File: src/hdl/ber_ram.sv
`timescale 1ns / 1ps
`default_nettype none
// ============================================================================
// ber_ram - generic single-write, single-read RAM
// One write port and one read port, read data registered; a read of the
// address being written returns the old contents.
// ============================================================================
module ber_ram #(
   parameter int WIDTH = 8,
   parameter int DEPTH = 512
) (
   input  wire logic                                         clock,
   input  wire logic                                         wr_en,
   input  wire logic [((DEPTH > 1) ? $clog2(DEPTH) : 1)-1:0] wr_addr,
   input  wire logic [WIDTH-1:0]                             wr_data,
   input  wire logic                                         rd_en,
   input  wire logic [((DEPTH > 1) ? $clog2(DEPTH) : 1)-1:0] rd_addr,
   output logic      [WIDTH-1:0]                             rd_data
);

   logic [WIDTH-1:0] mem_ff [DEPTH];
   logic [WIDTH-1:0] rd_data_ff;

   // Storage and registered read
   always_ff @(posedge clock) begin
      if (wr_en) begin
         mem_ff[wr_addr] <= wr_data;
      end
      if (rd_en) begin
         rd_data_ff <= mem_ff[rd_addr];
      end
   end

   assign rd_data = rd_data_ff;

endmodule
`default_nettype wire

File: config.mk
export PLATFORM = sky130hd
export DESIGN_NAME = ber_ram
export DESIGN_NICKNAME = d
export VERILOG_FILES = /design/src/hdl/ber_ram.sv
export SDC_FILE = /design/constraint.sdc
export NUM_CORES = 2
export LEC_CHECK = 0
export BUFFER_PORTS_ARGS = -buffer_cell sky130_fd_sc_hd__buf_2
export CAP_MARGIN = 20
export CORE_MARGIN = 1.5
export CORE_UTILIZATION = 40
export DETAILED_ROUTE_END_ITERATION = 6
export PLACE_DENSITY_LB_ADDON = 0.3
export SETUP_SLACK_MARGIN = 0.05
export SLEW_MARGIN = 10
export SYNTH_ARGS = -nofsm -noshare
export SYNTH_HDL_FRONTEND = slang
export SYNTH_SLANG_ARGS = --single-unit
export TNS_END_PERCENT = 30
File: constraint.sdc
create_clock -name clock -period 3.24 [get_ports clock]
set_clock_uncertainty 0.2 [all_clocks]
set_input_delay 0.648 -clock clock [delete_from_list [all_inputs] [get_ports clock]]
set_output_delay 0.648 -clock clock [all_outputs]
set_load 0.01 [all_outputs]
==> After elaboration in Yosys (flattened, before gate mapping) <==
Memory sizes are Yosys's and may differ from the RTL's. A register that Yosys moved wholly into a read port is not among the register bits.
Index checks and enable logic that the tools add are counted.
{ "word_totals": {"inputBits": 29, "ramBits": 4096, "regBits": 0, "output_inout_bits": 8, "elab_cells": 3, "mem_count": 1} }
{ "memory_table": {"columns": ["name", "depth", "word_bits", "read_ports", "rd_ports_with_merged_regs", "write_ports", "line", "text"], "rows": [
  ["mem_ff", 512, 8, 1, 1, 1, "21", "logic [WIDTH-1:0] mem_ff [DEPTH];"]
]} }
{ "op_classes": {"mux": 2} }
{ "op_table": {"columns": ["op", "n"], "rows": [
  ["$mux 1", 2]
]} }

==> Depth between registers and ports, before layout <==
{ "logic_depth": {"word_depth": 2, "ltp_mapped": 12, "depth_no_buf": 7} }

==> Worst setup path after synthesis <==
Ideal clock, no wire load.
{ "synth_timing": {"path_kind": "input port to flip-flop", "from": "input rd_addr[0] (netlist name)", "to": "register rd_data_ff[0] (netlist: rd_data[0]) (read register of mem_ff) (data pin)", "arrival_time_ns": 2.502, "stages": 10, "setup_ns": 0.257, "t_required_ns": 2.783, "n_path_buf": 4, "slack_ns": 0.281, "cell_sequence": "buf_4 buf_12 buf_12 buf_2 mux4_2 o21ai_0 nand3_1 nand4_1 o21ai_0 o2111a_1"} }
{ "synth_rtl": {"columns": ["element", "line", "text"], "rows": [
  ["start: declaration", "17", "input wire logic [((DEPTH > 1) ? $clog2(DEPTH) : 1)-1:0] rd_addr,"],
  ["end: declaration", "22", "logic [WIDTH-1:0] rd_data_ff;"]
]} }

==> results.ini <==
[synthesis]
synth-seq-cells=4104
synthAdderAreaFrac_pct=0
ys_types=50
synth_area_leader_cell=edfxtp_1
syn_area_per_cell_um2=19.9
synth-simple-area-share_pct=2.63
ys.warnings.count=0
synth-xor-area-share_pct=0
synth_mux_area_share_pct=14.2
synth_compound_area_share_pct=4.31
netlist_area_mm2=0.160
synth_top_family_by_area=multiplexers
yosys.area.top_type_share_pct=77.0
yosysSeqAreaShare_pct=77.0
synth_area_leaders=edfxtp_1 (77%), mux4_2 (9.2%), mux2i_1 (5.0%)
synthesis.nets=8059
synth_cells=8030

[timing]
setup_viol=0
setup_slack_ns=0.0114
final_max_slew_viol_count=0
period_share_pct=99.6
relSlewSlack_pct=33.8
hold_viol_final=0
rsz0062_at_grt=yes
min_period_ns=3.23
worst_pin_slew_ns=0.993
max_freq_mhz=310

[critical_path]
start_kind=input pin
cp_cell_sequence=buf_12 -> buf_12 -> buf_12 -> buf_4 -> mux2i_1 -> o221ai_1 -> nor3_1 -> nor4_1 -> buf_4 -> o311ai_1 -> nor4_1 -> o2111a_1
cp_max_fo=15
regToRegSetupSlack_ns=0.12
cp_slowest_cell=nor4_1
critPathKind=in -> reg
cp.arrival_ns=3.84
reg2reg_to=rd_data[5]
crit_path_end_kind=flip-flop
r2r_cells=10
max_stage_delay_ns=0.77
required_ns=3.85
cpMostUsedCell=buf_12
reg2reg_from=mem_ff[265][5]

[die]
start_util_pct=40.1
placeableCoreArea_mm2=0.399
die_h_um=635
die_area_mm2=0.404
row_count=232
boundaryPins=37
fp.dieW_um=635

[hold_path]
min_to=mem_ff[400][3]
hp-start=wr_data[3]
hp-class=in -> reg
min_path_cells=1

[power_and_ir_drop]
swShare_pct=21.5
intPower_uw=87200
power.switching_uw=23900
ir_worst_vdd_mv=0.454
powerDensity_mw_per_mm2=585
p_total_uw=111000
clockPowerShare_pct=41.7
leakagePower_uw=0.0625
seqPwrFrac_pct=52.7
pwr-share-comb_pct=5.6

[cts]
cts_max_level=5
clock_sinks=4104
cts_tree=done
post_cts_buffers=0
cts.clk_slew.worst_paths_ns=0.06
insertion_delay_ns=0.98
cts_root_buf=clkbuf_16
clockBufferDepth=4
cts_made_buffers=399

[finish]
final_layout_size_suffix_gt1_share_pct=27.4
syn2layout_area_growth_pct=18.6
multiInputGateArea_mm2=0.0340
fin_nets=9354
regArea_mm2=0.123
fillerInstances=32800

[detailed_routing]
num_vias=85300
post-route-drc-count=0
viasPerCell=5.72
antenna_left=0
drt_iter0_markers=9663
drt_wl_total_mm=434
dr.pass1.iters=6
wire_per_inst_um=29.1

[grt]
grt_overflow=0
grt_use_total_pct=21.0
grt_pass1_vias=85600
antenna_found_initial=13
grt_pass1_wl_mm=621
grt_max_degree=120

[place]
place_ws_ns=-1.02
hpwlAfterDp_mm=286
place_congestion=0.921
place.port_buffers=36

[status]
run_status=completed

[run]
drv_cap=0

sequential cells by signal, summed over array words and instances (netlist names):
name     count
mem_ff    4096
rd_data      8
cell usage after synthesis, drive strengths merged:
cell type and instances:
edfxtp 4104, o31ai 13, clkbuf 265, or3 6, o311a 1, a21oi 194
nand2 111, o221ai 372, nand3b 1, inv 3, nor3b 8, or2 5
nor2 597, a22o 5, mux4 654, nor4 36, a22oi 61, nor4b 1
o41ai 7, o22a 3, o21ai 119, and3 4, a211oi 17, a31oi 2
buf 248, nand3 36, and3b 4, and2 20, nor3 109, o211ai 2
a211o 2, nand2b 4, o2111a 8, o311ai 6, nand4 32, o22ai 163
mux2i 797, nor2b 6, a2111oi 3, a221oi 1
through the flow:
| stage | area, um^2 | std cells | hold WS, ns | setup TNS [ns] | utilization (%) |
|---|---|---|---|---|---|
| global route | 190000 | 14900 | 0.0449 | 0 | 47.6 |
| global placement | 177000 | 14200 | 0.887 | -7.26 | 44.3 |
| floorplan | 160000 | 8030 | 0.547 | 0 | - |
| detailed placement | 177000 | 14200 | 0.888 | -7.68 | 44.3 |
| CTS | 190000 | 14900 | 0.0198 | 0 | 47.6 |
| finish | 190000 | 14900 | 0.0559 | 0 | 47.6 |
area by class of cell:
class,instances,area share [%]
diodes,4,0.00527
repair buffers,1407,6.84
well taps,5265,3.47
multi-input cells,3410,17.9
clock buffers,485,5.50
flip-flops and latches,4104,64.9
clock inverters,245,1.35
inverters,3,0.00989
layer usage:
layer	vias to the layer above	wire, um	track usage, %
met4	2	14400	6.51
met1	45000	177000	29.1
met5	-	13	0
li1	36100	-	-
met2	3627	211000	34.7
met3	637	31600	2.95
worst max-delay path by stage:
stage                     startpoint    endpoint  depth (start not counted)
final                     rd_addr[0]  rd_data[5]                         12
after global routing      rd_addr[0]  rd_data[3]                         12
after CTS                 rd_addr[0]  rd_data[3]                         12
after detailed placement  rd_addr[0]  rd_data[0]                         12
after global placement    rd_addr[0]  rd_data[0]                         12
after floorplan           rd_addr[0]  rd_data[0]                         10
worst max-delay path: cells and delay by family:
kind	cells	cell delay, ns
buf+inv	5	0.97
compound gates	3	0.67
simple gates	3	1.36
mux	1	0.11
cell usage in the layout (no fill, tap or decap), drive strengths merged, types with 13 or more instances in the layout:
master | Yosys | routed
o221ai | 372 | 372
nor2 | 597 | 597
nand4 | 32 | 32
o21ai | 119 | 119
nor3 | 109 | 109
inv | 3 | 16
clkbuf | 265 | 486
clkinv | 0 | 174
nor4 | 36 | 36
a21oi | 194 | 194
nand3 | 36 | 36
and2 | 20 | 20
a211oi | 17 | 17
o31ai | 13 | 13
o22ai | 163 | 163
a22oi | 61 | 61
nand2 | 111 | 111
edfxtp | 4104 | 4104
mux2i | 797 | 797
bufinv | 0 | 42
mux4 | 654 | 654
buf | 248 | 1399
clkinvlp | 0 | 16
kinds of logic after synthesis:
logic type,count (synthesis)
flops,4104
compound gates,979
buf+inv,516
mux,1451
simple gates,980
power groups by stage:
stage                     clock network, uW  logic (uW)  registers (uW)
after floorplan                           0        2780           59600
after global placement                    0        6100           59600
after detailed placement                  0        6190           59600
after CTS                             47000        6210           58500
after global routing                  49000        6470           58500
final                                 46400        6200           58500
what timing repair did:
action | CTS | global route
hold buffers | 7 | 0
pin swaps | 1 | 0
endpoints found under the hold margin | 203 | 0
endpoints found under the setup margin | 1 | 4
cloned | 0 | 0
resized for setup | 2 | 1
No activity file was read; power rests on OpenSTA's default activity.
