`config.mk`:
```
export PLATFORM = sky130hd
export DESIGN_NAME = ber_csr
export DESIGN_NICKNAME = d
export VERILOG_FILES = /design/src/hdl/ber_pkg.sv /design/src/hdl/ber_csr.sv
export SDC_FILE = /design/constraint.sdc
export NUM_CORES = 1
export LEC_CHECK = 0
export ABC_AREA = 1
export CAP_MARGIN = 10
export CORE_ASPECT_RATIO = 0.75
export CORE_MARGIN = 2
export CORE_UTILIZATION = 52
export DETAILED_ROUTE_END_ITERATION = 6
export DONT_BUFFER_PORTS = 1
export GPL_TIMING_DRIVEN = 0
export PLACE_DENSITY = 0.65
export SLEW_MARGIN = 20
export SYNTH_ARGS = -nofsm -noshare
export SYNTH_HDL_FRONTEND = slang
export SYNTH_SLANG_ARGS = --single-unit
```
`constraint.sdc`:
```
create_clock -name clock -period 2.95 [get_ports clock]
set_input_delay 0.885 -clock clock [delete_from_list [all_inputs] [get_ports clock]]
set_output_delay 0.885 -clock clock [all_outputs]
set_load 0.01 [all_outputs]
```
`src/hdl/ber_pkg.sv`:
```
`timescale 1ns / 1ps
`default_nettype none
// ============================================================================
// ber_pkg - shared definitions for the 3x3 binary erosion block
// Sizes, register map, command codes and the configuration bundle that the
// register file hands to the datapath.
// ============================================================================
package ber_pkg;

   // Storage limits
   localparam int MAX_ROW_BYTES = 512;
   localparam int MAX_ROWS      = 4096;

   // Derived widths
   localparam int COL_W   = (MAX_ROW_BYTES > 1) ? $clog2(MAX_ROW_BYTES) : 1;
   localparam int RB_W    = $clog2(MAX_ROW_BYTES + 1);
   localparam int RC_W    = $clog2(MAX_ROWS + 1);
   localparam int CNT_W   = $clog2(MAX_ROW_BYTES * MAX_ROWS + 1);
   localparam int DIV_CNT_W = $clog2(CNT_W + 1);

   // Register field widths
   localparam int ROW_BYTES_W = 10;
   localparam int ROW_COUNT_W = 13;
   localparam int MASK_W      = 9;

   // Register reset values
   localparam logic [ROW_BYTES_W-1:0] ROW_BYTES_RST = 10'd64;
   localparam logic [ROW_COUNT_W-1:0] ROW_COUNT_RST = 13'd480;
   localparam logic [MASK_W-1:0]      MASK_RST      = 9'h1FF;

   // APB port widths
   localparam int CSR_ADDR_W = 4;
   localparam int CSR_DATA_W = 32;

   // Register map (index = paddr[3:2])
   typedef enum logic [1:0] {
      REG_ROW_BYTES,
      REG_ROW_COUNT,
      REG_ELEMENT_MASK
   } reg_index_type;

   // Input command codes (carried on tuser)
   typedef enum logic {
      CMD_PIXEL,
      CMD_FLUSH
   } command_type;

   // Configuration and write events from the register file
   typedef struct packed {
      logic [ROW_BYTES_W-1:0] row_bytes;
      logic [ROW_COUNT_W-1:0] row_count;
      logic [MASK_W-1:0]      element_mask;
      logic                   rb_write;   // row_bytes written at this edge
      logic                   wr_access;  // write access phase in progress
   } cfg_type;

endpackage
`default_nettype wire

```
`src/hdl/ber_csr.sv`:
```
`timescale 1ns / 1ps
`default_nettype none
// ============================================================================
// ber_csr - APB register file for the 3x3 binary erosion block
// Holds row_bytes, row_count and element_mask; flags row_bytes writes so the
// datapath can rebuild its row/column counters.
// ============================================================================
module ber_csr (
   input  wire logic                                clock,
   input  wire logic                                reset,
   input  wire logic                                csr_psel,
   input  wire logic                                csr_penable,
   input  wire logic                                csr_pwrite,
   input  wire logic [ber_pkg::CSR_ADDR_W-1:0]      csr_paddr,
   input  wire logic [ber_pkg::CSR_DATA_W-1:0]      csr_pwdata,
   output logic      [ber_pkg::CSR_DATA_W-1:0]      csr_prdata,
   output logic                                     csr_pready,
   output ber_pkg::cfg_type                         cfg
);

   logic [ber_pkg::ROW_BYTES_W-1:0] row_bytes_ff;
   logic [ber_pkg::ROW_COUNT_W-1:0] row_count_ff;
   logic [ber_pkg::MASK_W-1:0]      mask_ff;
   logic                            wr_access;
   ber_pkg::reg_index_type          index;

   assign index      = ber_pkg::reg_index_type'(csr_paddr[3:2]);
   assign wr_access  = csr_psel & csr_penable & csr_pwrite;
   assign csr_pready = 1'b1;

   // Register writes
   always_ff @(posedge clock) begin
      if (reset) begin
         row_bytes_ff <= ber_pkg::ROW_BYTES_RST;
         row_count_ff <= ber_pkg::ROW_COUNT_RST;
         mask_ff      <= ber_pkg::MASK_RST;
      end else if (wr_access) begin
         unique case (index)
            ber_pkg::REG_ROW_BYTES: begin
               row_bytes_ff <= csr_pwdata[ber_pkg::ROW_BYTES_W-1:0];
            end
            ber_pkg::REG_ROW_COUNT: begin
               row_count_ff <= csr_pwdata[ber_pkg::ROW_COUNT_W-1:0];
            end
            ber_pkg::REG_ELEMENT_MASK: begin
               mask_ff <= csr_pwdata[ber_pkg::MASK_W-1:0];
            end
            default: begin
            end
         endcase
      end
   end

   // Read mux
   always_comb begin
      unique case (index)
         ber_pkg::REG_ROW_BYTES:    csr_prdata = ber_pkg::CSR_DATA_W'(row_bytes_ff);
         ber_pkg::REG_ROW_COUNT:    csr_prdata = ber_pkg::CSR_DATA_W'(row_count_ff);
         ber_pkg::REG_ELEMENT_MASK: csr_prdata = ber_pkg::CSR_DATA_W'(mask_ff);
         default:                   csr_prdata = '0;
      endcase
   end

   // Bundle for the datapath
   always_comb begin
      cfg.row_bytes    = row_bytes_ff;
      cfg.row_count    = row_count_ff;
      cfg.element_mask = mask_ff;
      cfg.rb_write     = wr_access & (index == ber_pkg::REG_ROW_BYTES);
      cfg.wr_access    = wr_access;
   end

endmodule
`default_nettype wire

```
# Word-level counts from Yosys, hierarchy flattened
# Cells that the tools add are included.
[totals]
register_bits = 32
in_bits = 41
elab_cells = 13
out_inout_bits = 67
[classes]
n_bitwise = 3
muxes = 1
n_eq_ne = 2
reduce_logical = 4
[ops]
columns = ["operator", "n"]
rows = [
  ["13-bit case mux with 3 select lines", 1],
  ["2-bit AND reduction", 3],
  ["1-bit AND", 3],
  ["2-bit by 1-bit == test with 1-bit output, second input constant", 1],
  ["2-bit == test, second input constant", 1],
  ["2-bit zero test", 1],
]

# Depth between registers and ports, before layout
# Gate-level depths: netlist (run 1).
[logic_depth]
word_depth = 3
ltp_mapped = 6
mapped_depth_nobuf = 6

# Worst setup path after synthesis (run 1)
# OpenSTA, ideal clock, no wires.
[synth_path]
kind = "input port to output port"
start = "input csr_paddr[2] (netlist name)"
end = "output csr_prdata[9] (netlist name)"
setup_slack_ns = 0.575
n_path_buf = 1
t_arrival_ns = 1.490
required_ns = 2.065
stages = 3
cell_sequence = "nor2_2 > buf_6 > a22o_1"
[synth_between]
elab_chain_cells = 2
word_cells_on_any_way = 4
classes_between = "eq/ne: 2; mux: 1; reduce/logical: 1"
[synth_lines]
columns = ["item", "line_no", "text"]
rows = [
  ["start, declared", "ber_csr.sv:14", "input wire logic [ber_pkg::CSR_ADDR_W-1:0] csr_paddr,"],
  ["2-bit == test, or another cell as far along", "ber_csr.sv:56", "unique case (index)"],
  ["13-bit case mux with 3 select lines (*)", "ber_csr.sv:56", ""],
  ["end, declared", "ber_csr.sv:16", "output logic [ber_pkg::CSR_DATA_W-1:0] csr_prdata,"],
]
# Every way passes the cells marked *; elsewhere a longest branch is shown, timed or not.

# Worst setup path after layout (run 1)
[layout_path]
start = "input csr_paddr[2] (netlist name)"
end = "output csr_prdata[4] (netlist name)"
# Same word-level chain as after synthesis.

==> results of run 1 <==
placed cells by master, fill, tap and decap left out:
master,n
nand2_1,75
nor2_1,41
nand3_1,41
dfxtp_1,32
buf_4,23
conb_1,20
inv_1,17
clkbuf_8,5
inv_2,3
buf_2,3
nor2_2,3
nand2_2,3
buf_6,2
buf_1,2
clkbuf_1,2
nand3_2,1
a22o_1,1
nor2_4,1
o21ai_0,1
clkinv_2,1
state kept, by name, indices dropped and copies added, names as in the netlist:
register and flops:
mask_ff 9, row_bytes_ff 10, row_count_ff 13
worst register-to-register path: stages (launching register included):
cell     delay [ns]
dfxtp_1        0.41
o21ai_0        0.12
nand3_1        0.07
report_power, final:
group          internal (mW)  switching [mW]  leakage, nW
Combinational         0.0418          0.0731        0.641
Sequential             0.442          0.0128        0.260
Clock                  0.160           0.154       0.0410
Total                  0.644           0.240        0.941
per-layer routing:
metal	GRT usage	routed length [µm]	share of wire	vias up
met1	0.311	1810	0.45	635
met2	0.356	1760	0.44	63
met4	0.0686	38	0.0094	0
met5	0	0	0	-
li1	-	-	-	783
met3	0.0838	437	0.11	6
cell type report:
type / instances / share of cell area
Multi-Input combinational cell: 187 / 0.426
Sequential cell: 32 / 0.346
Buffer: 31 / 0.120
Inverter: 20 / 0.0406
Clock buffer: 6 / 0.0392
Tap cell: 38 / 0.0257
Clock inverter: 1 / 0.00270
cell families (layout without fill, tap and decap cells):
group	Yosys count	count (layout)	synth area share
flip-flops	32	32	0.386
other	2	20	0.00453
buffers and inverters	51	58	0.179
AO/OA/AOI/OAI	2	2	0.00830
AND/OR/NAND/NOR	165	165	0.422
worst min-delay path by stage:
stage	start	endpoint
after floorplan	row_count_ff[5]	row_count_ff[5]
after global placement	row_count_ff[5]	row_count_ff[5]
after detailed placement	mask_ff[7]	mask_ff[7]
after CTS	mask_ff[7]	mask_ff[7]
after global routing	mask_ff[7]	mask_ff[7]
final	mask_ff[7]	mask_ff[7]
per-stage QoR:
step / total power [mW] / setup slack (ns) / util
finish: 0.883 / 0.297 / 0.617
global route: 0.927 / 0.251 / 0.617
CTS: 0.888 / 0.302 / 0.617
detailed placement: 0.579 / 0.320 / 0.591
global placement: 0.578 / 0.323 / 0.591
floorplan: 0.558 / 0.575 / -
==> results.sh, run 1 <==
export IMPL_root_buffer="clkbuf_8"
export IMPL_cts_buffers=5
export IMPL_fin_nets=318
export IMPL_layoutNonFillerInstCount=315
export IMPL_fillers=329
export IMPL_r2r_start="row_bytes_ff[6]"
export IMPL_synth_edf_count=0
export IMPL_cp_max_fo=10
export IMPL_antenna_cells=0
export IMPL_placed_area_mm2=0.00177
export IMPL_synth_seq_cells=32
export IMPL_syn_area_per_cell_um2=6.58
export IMPL_antenna_left=0
export IMPL_maxCapViolations=0
export IMPL_dr_pass1_iters=4
export IMPL_crit_cells=4
export IMPL_design_area_mm2=0.00185
export IMPL_start_kind="input pin"
export IMPL_skew_ns=0
export IMPL_synth_area_mm2=0.00166
export IMPL_synth_cell_types=18
export IMPL_min_path_type="reg -> reg"
export IMPL_layout_drive_gt1_share=0.162
export IMPL_numPortBuffers=0
export IMPL_postCtsHoldBufs=0
export IMPL_synth_flop_cell="dfxtp_1"
export IMPL_worstMarginPinSlew_ns=0.532
export IMPL_fin_tns_setup_ns=0
export IMPL_critical_path_endpoint="csr_prdata[4]"
export IMPL_grt_pass1_wl_um=6410
export IMPL_critical_path_arrival_ns=1.77
export IMPL_critPathBufInv=1
export IMPL_ys_seq_area_frac=0.386
export IMPL_ff2ff_setup_slack_ns=2.29
export IMPL_fmax_mhz=377
export IMPL_p_leak_nw=0.941
export IMPL_clkSinkCount=32
export IMPL_dieWidth_um=69.2
export IMPL_std_cell_rows=17
export IMPL_netlist_area_leader_share=0.386
export IMPL_fp_coreArea_mm2=0.00300
export IMPL_maxSlewViolCount=0
export IMPL_rr_endpoint="row_bytes_ff[6]"
export IMPL_fin_crit_sh=0.899
export IMPL_grt_max_degree=11
export IMPL_track_usage=0.233
export IMPL_cts_root_to_sink_buffers=2
export IMPL_die_area_mm2=0.00366
export IMPL_antenna_found_initial=0
export IMPL_synth_common_cells="75 x nand2_1, 41 x nand3_1, 41 x nor2_1"
export IMPL_cts_max_level=2
export IMPL_cp_data_required_time_ns=2.07
export IMPL_critPathLaunch="csr_paddr[2]"
export IMPL_status="finished, final reports clean"
export IMPL_wl_per_cell_um=12.9
export IMPL_ctsResizeCount=0
export IMPL_synth_top_cell_by_area="dfxtp_1"
export IMPL_clk_pin_slew_ns=0.06
export IMPL_p_per_area_mw_per_mm2=477
export IMPL_yosys_warnings=0
export IMPL_slew_headroom=0.645
export IMPL_gp_congestion=0.798
export IMPL_cp_top_family="simple AND/OR/NAND/NOR gates"
export IMPL_multiInputGateArea_um2=788
export IMPL_overflow=0
export IMPL_ir_drop_v=0.000285
export IMPL_cp_slowest_cell="nor2_2"
export IMPL_synth_area_leaders="dfxtp_1 39%, nand2_1 17%, nand3_1 12%"
export IMPL_wirelength_um=4050
export IMPL_rsz0062_at_grt="false"
export IMPL_start_util=0.553
export IMPL_drt_iter0_drc=74
export IMPL_fp_dieH_um=52.9
export IMPL_fin_crit_ns=2.65
export IMPL_hold_violations=0
export IMPL_synth_most_common_cell="nand2_1"
export IMPL_vias_per_cell=4.72
export IMPL_grt_pass1_vias=1311
export IMPL_ys_async_sr_fraction=0
export IMPL_ios=108
export IMPL_clk_latency_ns=0.27
export IMPL_syn_to_final_growth_pct=11.6
export IMPL_drc=0
export IMPL_setup_viol=0
export IMPL_whs_ns=0.527
export IMPL_hpwl_um=2900
export IMPL_seq_area_um2=641
export IMPL_path_cells="nor2_2, buf_6, nand2_1, nand3_1"
export IMPL_max_stage_delay_ns=0.41
export IMPL_placedCellCount=308
export IMPL_r2r_cells=2
export IMPL_cts_tree="yes"
export IMPL_cts_setup_buffers=0
export IMPL_whs_path_depth=2
export IMPL_vias=1487
export IMPL_crit_type="in -> out"
export IMPL_postSynthCellCount=252
export IMPL_critPathCaptureType="primary output"
No activity file was read; power rests on OpenSTA's default activity.
==> run 2, diff against run 1 <==
--- a/config.mk
+++ b/config.mk
@@ -14,7 +14,7 @@
 export DONT_BUFFER_PORTS = 1
 export GPL_TIMING_DRIVEN = 0
 export PLACE_DENSITY = 0.65
-export SLEW_MARGIN = 20
+export SLEW_MARGIN = 10
 export SYNTH_ARGS = -nofsm -noshare
 export SYNTH_HDL_FRONTEND = slang
 export SYNTH_SLANG_ARGS = --single-unit
==> constraint.sdc (replaced) <==
create_clock -name clock -period 2.95 [get_ports clock]
set_input_delay 0 -clock clock [delete_from_list [all_inputs] [get_ports clock]]
set_output_delay 0 -clock clock [all_outputs]
set_load 0.01 [all_outputs]
==> run 2 against run 1 <==
Compared with the run above:
- sequential power about the same
- clock power about the same
- via count up 5.5%
- cell count up 5.1%
- register-to-register slack about the same
- combinational power grew 18%
- total power rose by 2.2%
- worst hold slack lost 0.52 ns
- critical endpoint unchanged
- largest cell class unchanged
- highest routed layer unchanged
==> results.sh, run 2 (same netlist as run 1, synthesis figures left out) <==
export IMPL_status="finished, final reports clean"
export IMPL_maxSlewViolCount=0
export IMPL_postCtsHoldBufs=16
export IMPL_setup_viol=0
export IMPL_p_comb_frac=0.151
export IMPL_critical_path_endpoint="csr_prdata[4]"
export IMPL_layout_drive_gt1_share=0.154
export IMPL_start_util=0.553
export IMPL_fp_dieH_um=52.9
export IMPL_r2r_cells=2
export IMPL_ff2ff_setup_slack_ns=2.29
export IMPL_std_cell_rows=17
export IMPL_reg_top3="row_count_ff (13), row_bytes_ff (10), mask_ff (9)"
export IMPL_grt_pass1_wl_um=6830
export IMPL_dr_pass1_iters=4
export IMPL_grt_max_degree=11
export IMPL_cp_max_fo=10
export IMPL_dieWidth_um=69.2
export IMPL_critPathLaunch="csr_paddr[2]"
export IMPL_min_path_type="in -> reg"
export IMPL_cp_data_required_time_ns=2.95
export IMPL_rr_endpoint="row_bytes_ff[6]"
export IMPL_clk_pin_slew_ns=0.06
export IMPL_largest_reg_flops=13
export IMPL_p_per_area_mw_per_mm2=449
export IMPL_fin_nets=334
export IMPL_skew_ns=0
export IMPL_cts_buffers=5
export IMPL_p_sw_frac=0.272
export IMPL_rsz0062_at_grt="false"
export IMPL_cts_root_to_sink_buffers=2
export IMPL_final_cell_mix="75 x nand2_1, 41 x nor2_1, 41 x nand3_1"
export IMPL_clkSinkCount=32
export IMPL_pwr_share_clk=0.346
export IMPL_track_usage=0.247
export IMPL_clk_latency_ns=0.27
export IMPL_wl_per_cell_um=13.1
export IMPL_root_buffer="clkbuf_8"
export IMPL_worstMarginPinSlew_ns=0.537
export IMPL_grt_pass1_vias=1400
export IMPL_slew_headroom=0.641
export IMPL_wirelength_um=4320
export IMPL_syn_to_final_growth_pct=21.3
export IMPL_antenna_left=0
export IMPL_pre_cts_ws_ns=2.09
export IMPL_overflow=0
export IMPL_whs_ns=0.00704
export IMPL_vias=1569
export IMPL_start_kind="input pin"
export IMPL_numPortBuffers=0
export IMPL_cts_tree="yes"
export IMPL_hpwl_um=2900
export IMPL_final_common_cell="nand2_1"
export IMPL_critPathCaptureType="primary output"
export IMPL_fin_tns_setup_ns=0
export IMPL_maxCapViolations=0
export IMPL_p_leak_nw=1.01
export IMPL_drt_iter0_drc=96
export IMPL_regMostFlops="row_count_ff"
export IMPL_fp_coreArea_mm2=0.00300
export IMPL_fin_crit_sh=0.415
export IMPL_seqPwrFrac=0.504
export IMPL_ctsResizeCount=0
export IMPL_fmax_mhz=817
export IMPL_ios=108
export IMPL_cp_slowest_cell="dlygate4sd3_1"
export IMPL_max_stage_delay_ns=0.55
export IMPL_fin_crit_ns=1.22
export IMPL_switching_power_uw=245
export IMPL_path_cells="dlygate4sd3_1, inv_2, nor2_1, buf_2, nand2_1, nand3_1"
export IMPL_critical_path_arrival_ns=1.22
export IMPL_die_area_mm2=0.00366
export IMPL_r2r_start="row_bytes_ff[6]"
export IMPL_drc=0
export IMPL_cts_setup_buffers=0
export IMPL_gp_congestion=0.798
export IMPL_antenna_found_initial=0
export IMPL_ir_drop_v=0.000292
export IMPL_cts_max_level=2
export IMPL_crit_type="in -> out"
export IMPL_hold_violations=0
export IMPL_vias_per_cell=4.74
export IMPL_antenna_cells=0
export IMPL_setup_ws_ns=1.73
export IMPL_internal_power_uw=658
run 2: changes by cell type in the layout (fill, tap and decap cells not counted):
cell and change:
dlygate4sd3_1 +16
run 2: how the worst min path moves through the flow:
stage,depth (start not counted),start,endpoint
floorplan,2,csr_pwdata[5],row_count_ff[5]
global placement,2,csr_pwdata[6],row_count_ff[6]
detailed placement,2,csr_pwdata[3],mask_ff[3]
CTS,3,csr_penable,row_bytes_ff[6]
global route,3,csr_penable,row_bytes_ff[6]
finish,3,csr_penable,row_bytes_ff[6]
run 2: area by class of cell:
cell class,count,area [µm²]
well taps,38,47.5
fillers,314,988
plain buffers,31,221
repair buffers,16,160
clock buffers,6,72.6
flip-flops and latches,32,641
clock inverters,1,5.00
multi-input cells,187,788
inverters,20,75.1
run 2: through the flow:
stage          instance area [µm²]   util  power [mW]  std cells
4_1_cts                       2010  0.670       0.907        331
2_1_floorplan                 1730      -       0.558        270
3_5_place_dp                  1770  0.591       0.579        308
3_3_place_gp                  1770  0.591       0.578        308
5_1_grt                       2010  0.670       0.949        331
6_report                      2010  0.670       0.903        331
run 2: worst max-delay path, delay by kind of cell:
family                 cells  cell delay, ns
buffers and inverters      3            0.87
and+or+nand+nor            3            0.36
run 2: routing by layer:
metal,part of all wire,GRT usage,up-vias
met2,0.45,0.399,71
met5,0,0,-
met4,0.0088,0.0686,0
met3,0.10,0.0838,6
li1,-,-,816
met1,0.44,0.319,676
run 2: power by group through the flow:
stage | combinational [mW] | clock (mW) | sequential, mW
3_3_place_gp | 0.114 | 0 | 0.464
5_1_grt | 0.150 | 0.343 | 0.456
3_5_place_dp | 0.114 | 0 | 0.464
6_report | 0.136 | 0.312 | 0.455
2_1_floorplan | 0.0963 | 0 | 0.462
4_1_cts | 0.134 | 0.318 | 0.455
==> run 3, diff against run 2 <==
--- a/config.mk
+++ b/config.mk
@@ -5,7 +5,7 @@
 export SDC_FILE = /design/constraint.sdc
 export NUM_CORES = 1
 export LEC_CHECK = 0
-export ABC_AREA = 1
+export ABC_AREA = 0
 export CAP_MARGIN = 10
 export CORE_ASPECT_RATIO = 0.75
 export CORE_MARGIN = 2
@@ -13,7 +13,7 @@
 export DETAILED_ROUTE_END_ITERATION = 6
 export DONT_BUFFER_PORTS = 1
 export GPL_TIMING_DRIVEN = 0
-export PLACE_DENSITY = 0.65
+export PLACE_DENSITY = 0.68
 export SLEW_MARGIN = 10
 export SYNTH_ARGS = -nofsm -noshare
 export SYNTH_HDL_FRONTEND = slang
==> constraint.sdc (replaced) <==
create_clock -name clock -period 1.1 [get_ports clock]
set_input_delay 0 -clock clock [delete_from_list [all_inputs] [get_ports clock]]
set_output_delay 0 -clock clock [all_outputs]
set_load 0.01 [all_outputs]
==> run 3 against run 2 <==
Compared with the run above:
- die area is 4.2% higher
- combinational power grew to 2.6 times the previous value
- non-clock buffer count stayed put
- flip-flop and latch count stayed put
- global-route usage is 1.1 points lower
- design area is 3.6% higher
- critical path depth is 4 lower
- via count is 13% lower
- register-to-register slack worse by 1.9 ns
- count of clock-buffer cells in the layout stayed put
- first-iteration DRC count is 66% lower
- sequential power grew to 2.6 times the previous value
- critical endpoint is now csr_prdata[1]
==> results.sh, run 3 <==
export IMPL_synth_area_leaders="dfxtp_1 37%, mux2i_1 24%, nand2b_1 11%"
export IMPL_vias=1366
export IMPL_largest_reg_flops=13
export IMPL_critPathBufInv=0
export IMPL_layout_drive_gt1_share=0.191
export IMPL_antenna_left=0
export IMPL_synth_most_common_cell="mux2i_1"
export IMPL_cts_buffers=5
export IMPL_yosys_warnings=0
export IMPL_syn_to_final_growth_pct=20.2
export IMPL_cp_slowest_cell="dfxtp_1"
export IMPL_placed_area_mm2=0.00185
export IMPL_dr_pass1_iters=4
export IMPL_clk_pin_slew_ns=0.07
export IMPL_final_common_cell="mux2i_1"
export IMPL_wl_met2_um=2250
export IMPL_p_leak_nw=0.909
export IMPL_dieWidth_um=70.7
export IMPL_wl_met1_um=1830
export IMPL_gp_congestion=0.736
export IMPL_setup_viol=0
export IMPL_maxUsedRoutingLayer="met4"
export IMPL_reg_top3="row_count_ff (13), row_bytes_ff (10), mask_ff (9)"
export IMPL_drt_iter0_drc=33
export IMPL_cts_root_to_sink_buffers=2
export IMPL_critPathCaptureType="primary output"
export IMPL_fmax_mhz=939
export IMPL_fp_dieH_um=54.0
export IMPL_track_usage=0.236
export IMPL_hpwl_um=3050
export IMPL_ys_async_sr_fraction=0
export IMPL_cp_data_required_time_ns=1.10
export IMPL_root_buffer="clkbuf_8"
export IMPL_synth_seq_cells=32
export IMPL_overflow=0
export IMPL_fp_coreArea_mm2=0.00324
export IMPL_synth_edf_count=0
export IMPL_wl_met3_um=346
export IMPL_final_cell_mix="42 x mux2i_1, 32 x dfxtp_1, 30 x nand2b_1"
export IMPL_cp_max_fo=3
export IMPL_synth_flop_cell="dfxtp_1"
export IMPL_start_kind="register"
export IMPL_antenna_found_initial=0
export IMPL_numPortBuffers=0
export IMPL_status="finished, final reports clean"
export IMPL_drc=0
export IMPL_wirelength_um=4460
export IMPL_std_cell_rows=18
export IMPL_path_cells="mux2i_1, o21ai_2"
export IMPL_clk_latency_ns=0.28
export IMPL_layoutNonFillerInstCount=270
export IMPL_cts_tree="yes"
export IMPL_antenna_cells=0
export IMPL_cp_top_family="flip-flops"
export IMPL_crit_type="reg -> out"
export IMPL_ir_drop_v=0.000837
export IMPL_grt_pass1_vias=1349
export IMPL_grt_pass1_wl_um=6620
export IMPL_cts_max_level=2
export IMPL_ff2ff_setup_slack_ns=0.38
export IMPL_critical_path_arrival_ns=1.06
export IMPL_min_path_type="in -> reg"
export IMPL_syn_area_per_cell_um2=9.03
export IMPL_start_util=0.534
export IMPL_netlist_area_leader_share=0.370
export IMPL_synth_top_cell_by_area="dfxtp_1"
export IMPL_hold_violations=0
export IMPL_p_per_area_mw_per_mm2=1150
export IMPL_synth_area_mm2=0.00173
export IMPL_slew_headroom=0.593
export IMPL_ys_seq_area_frac=0.370
export IMPL_ios=108
export IMPL_worstMarginPinSlew_ns=0.610
export IMPL_fin_nets=271
export IMPL_fin_crit_ns=1.06
export IMPL_maxSlewViolCount=0
export IMPL_die_area_mm2=0.00382
export IMPL_clkSinkCount=32
export IMPL_regMostFlops="row_count_ff"
export IMPL_fin_crit_sh=0.968
export IMPL_synth_common_cells="42 x mux2i_1, 32 x dfxtp_1, 30 x nand2b_1"
export IMPL_postSynthCellCount=192
export IMPL_max_stage_delay_ns=0.42
export IMPL_skew_ns=0
export IMPL_vias_per_cell=5.06
export IMPL_synth_cell_types=19
export IMPL_design_area_mm2=0.00208
export IMPL_placedCellCount=250
export IMPL_grt_max_degree=11
export IMPL_maxCapViolations=0
export IMPL_wl_per_cell_um=16.5
run 3: final timing paths:
path,start,endpoint,cells past startpoint
worst min-delay path,csr_paddr[3],row_bytes_ff[9],3
worst max register to register,mask_ff[8],mask_ff[8],2
worst min register to register,row_count_ff[11],row_count_ff[11],2
worst max-delay path,row_bytes_ff[1],csr_prdata[1],2
run 3: cells by family (layout without fill, tap and decap cells):
kind of cell / Yosys count / in the layout / share of synthesized area
AOI/OAI and AO/OA: 9 / 9 / 0.0260
buffers and inverters: 36 / 56 / 0.141
and+or+nand+nor: 71 / 71 / 0.217
DFF: 32 / 32 / 0.370
other: 2 / 20 / 0.00433
muxes: 42 / 42 / 0.243
run 3: routing by layer:
metal  vias up  GRT usage
met5         -          0
met4         0     0.0755
met3         4     0.0730
met2        58      0.432
met1       648      0.270
li1        656          -
run 3: worst register-to-register path, stage by stage, from the launching register on:
cell and delay [ns]:
dfxtp_1 0.43, nor2_1 0.08, mux2i_1 0.15
run 3: layout make-up:
class | count | area (µm²)
inverter | 2 | 10.0
buffer | 34 | 234
timing repair buffer | 13 | 130
tap | 40 | 50.0
fill | 295 | 1160
clock inverter | 1 | 5.00
multi-input combinational | 142 | 941
sequential | 32 | 641
clock buffer | 6 | 72.6
run 3: stage by stage:
step | setup TNS [ns] | hold WS (ns) | power (mW) | utilization | setup slack (ns)
6_report | 0 | 0.101 | 2.39 | 0.642 | 0.0354
4_1_cts | 0 | 0.106 | 2.37 | 0.635 | 0.0137
2_1_floorplan | 0 | 0.155 | 1.46 | - | 0.243
3_3_place_gp | 0 | 0.159 | 1.50 | 0.571 | 0.188
5_1_grt | -0.000522 | 0.119 | 2.50 | 0.642 | -0.000522
3_5_place_dp | 0 | 0.165 | 1.51 | 0.571 | 0.131
run 3: power breakdown:
part | internal, mW | switching, mW | total, mW
clock network | 0.429 | 0.415 | 0.844
registers | 1.17 | 0.0217 | 1.20
logic | 0.162 | 0.186 | 0.348
run 3: what timing repair did:
item,4_1_cts,5_1_grt
setup endpoints to repair,0,7
hold endpoints to repair,32,0
setup buffers,0,0
resized for setup,0,7
hold buffers,13,0
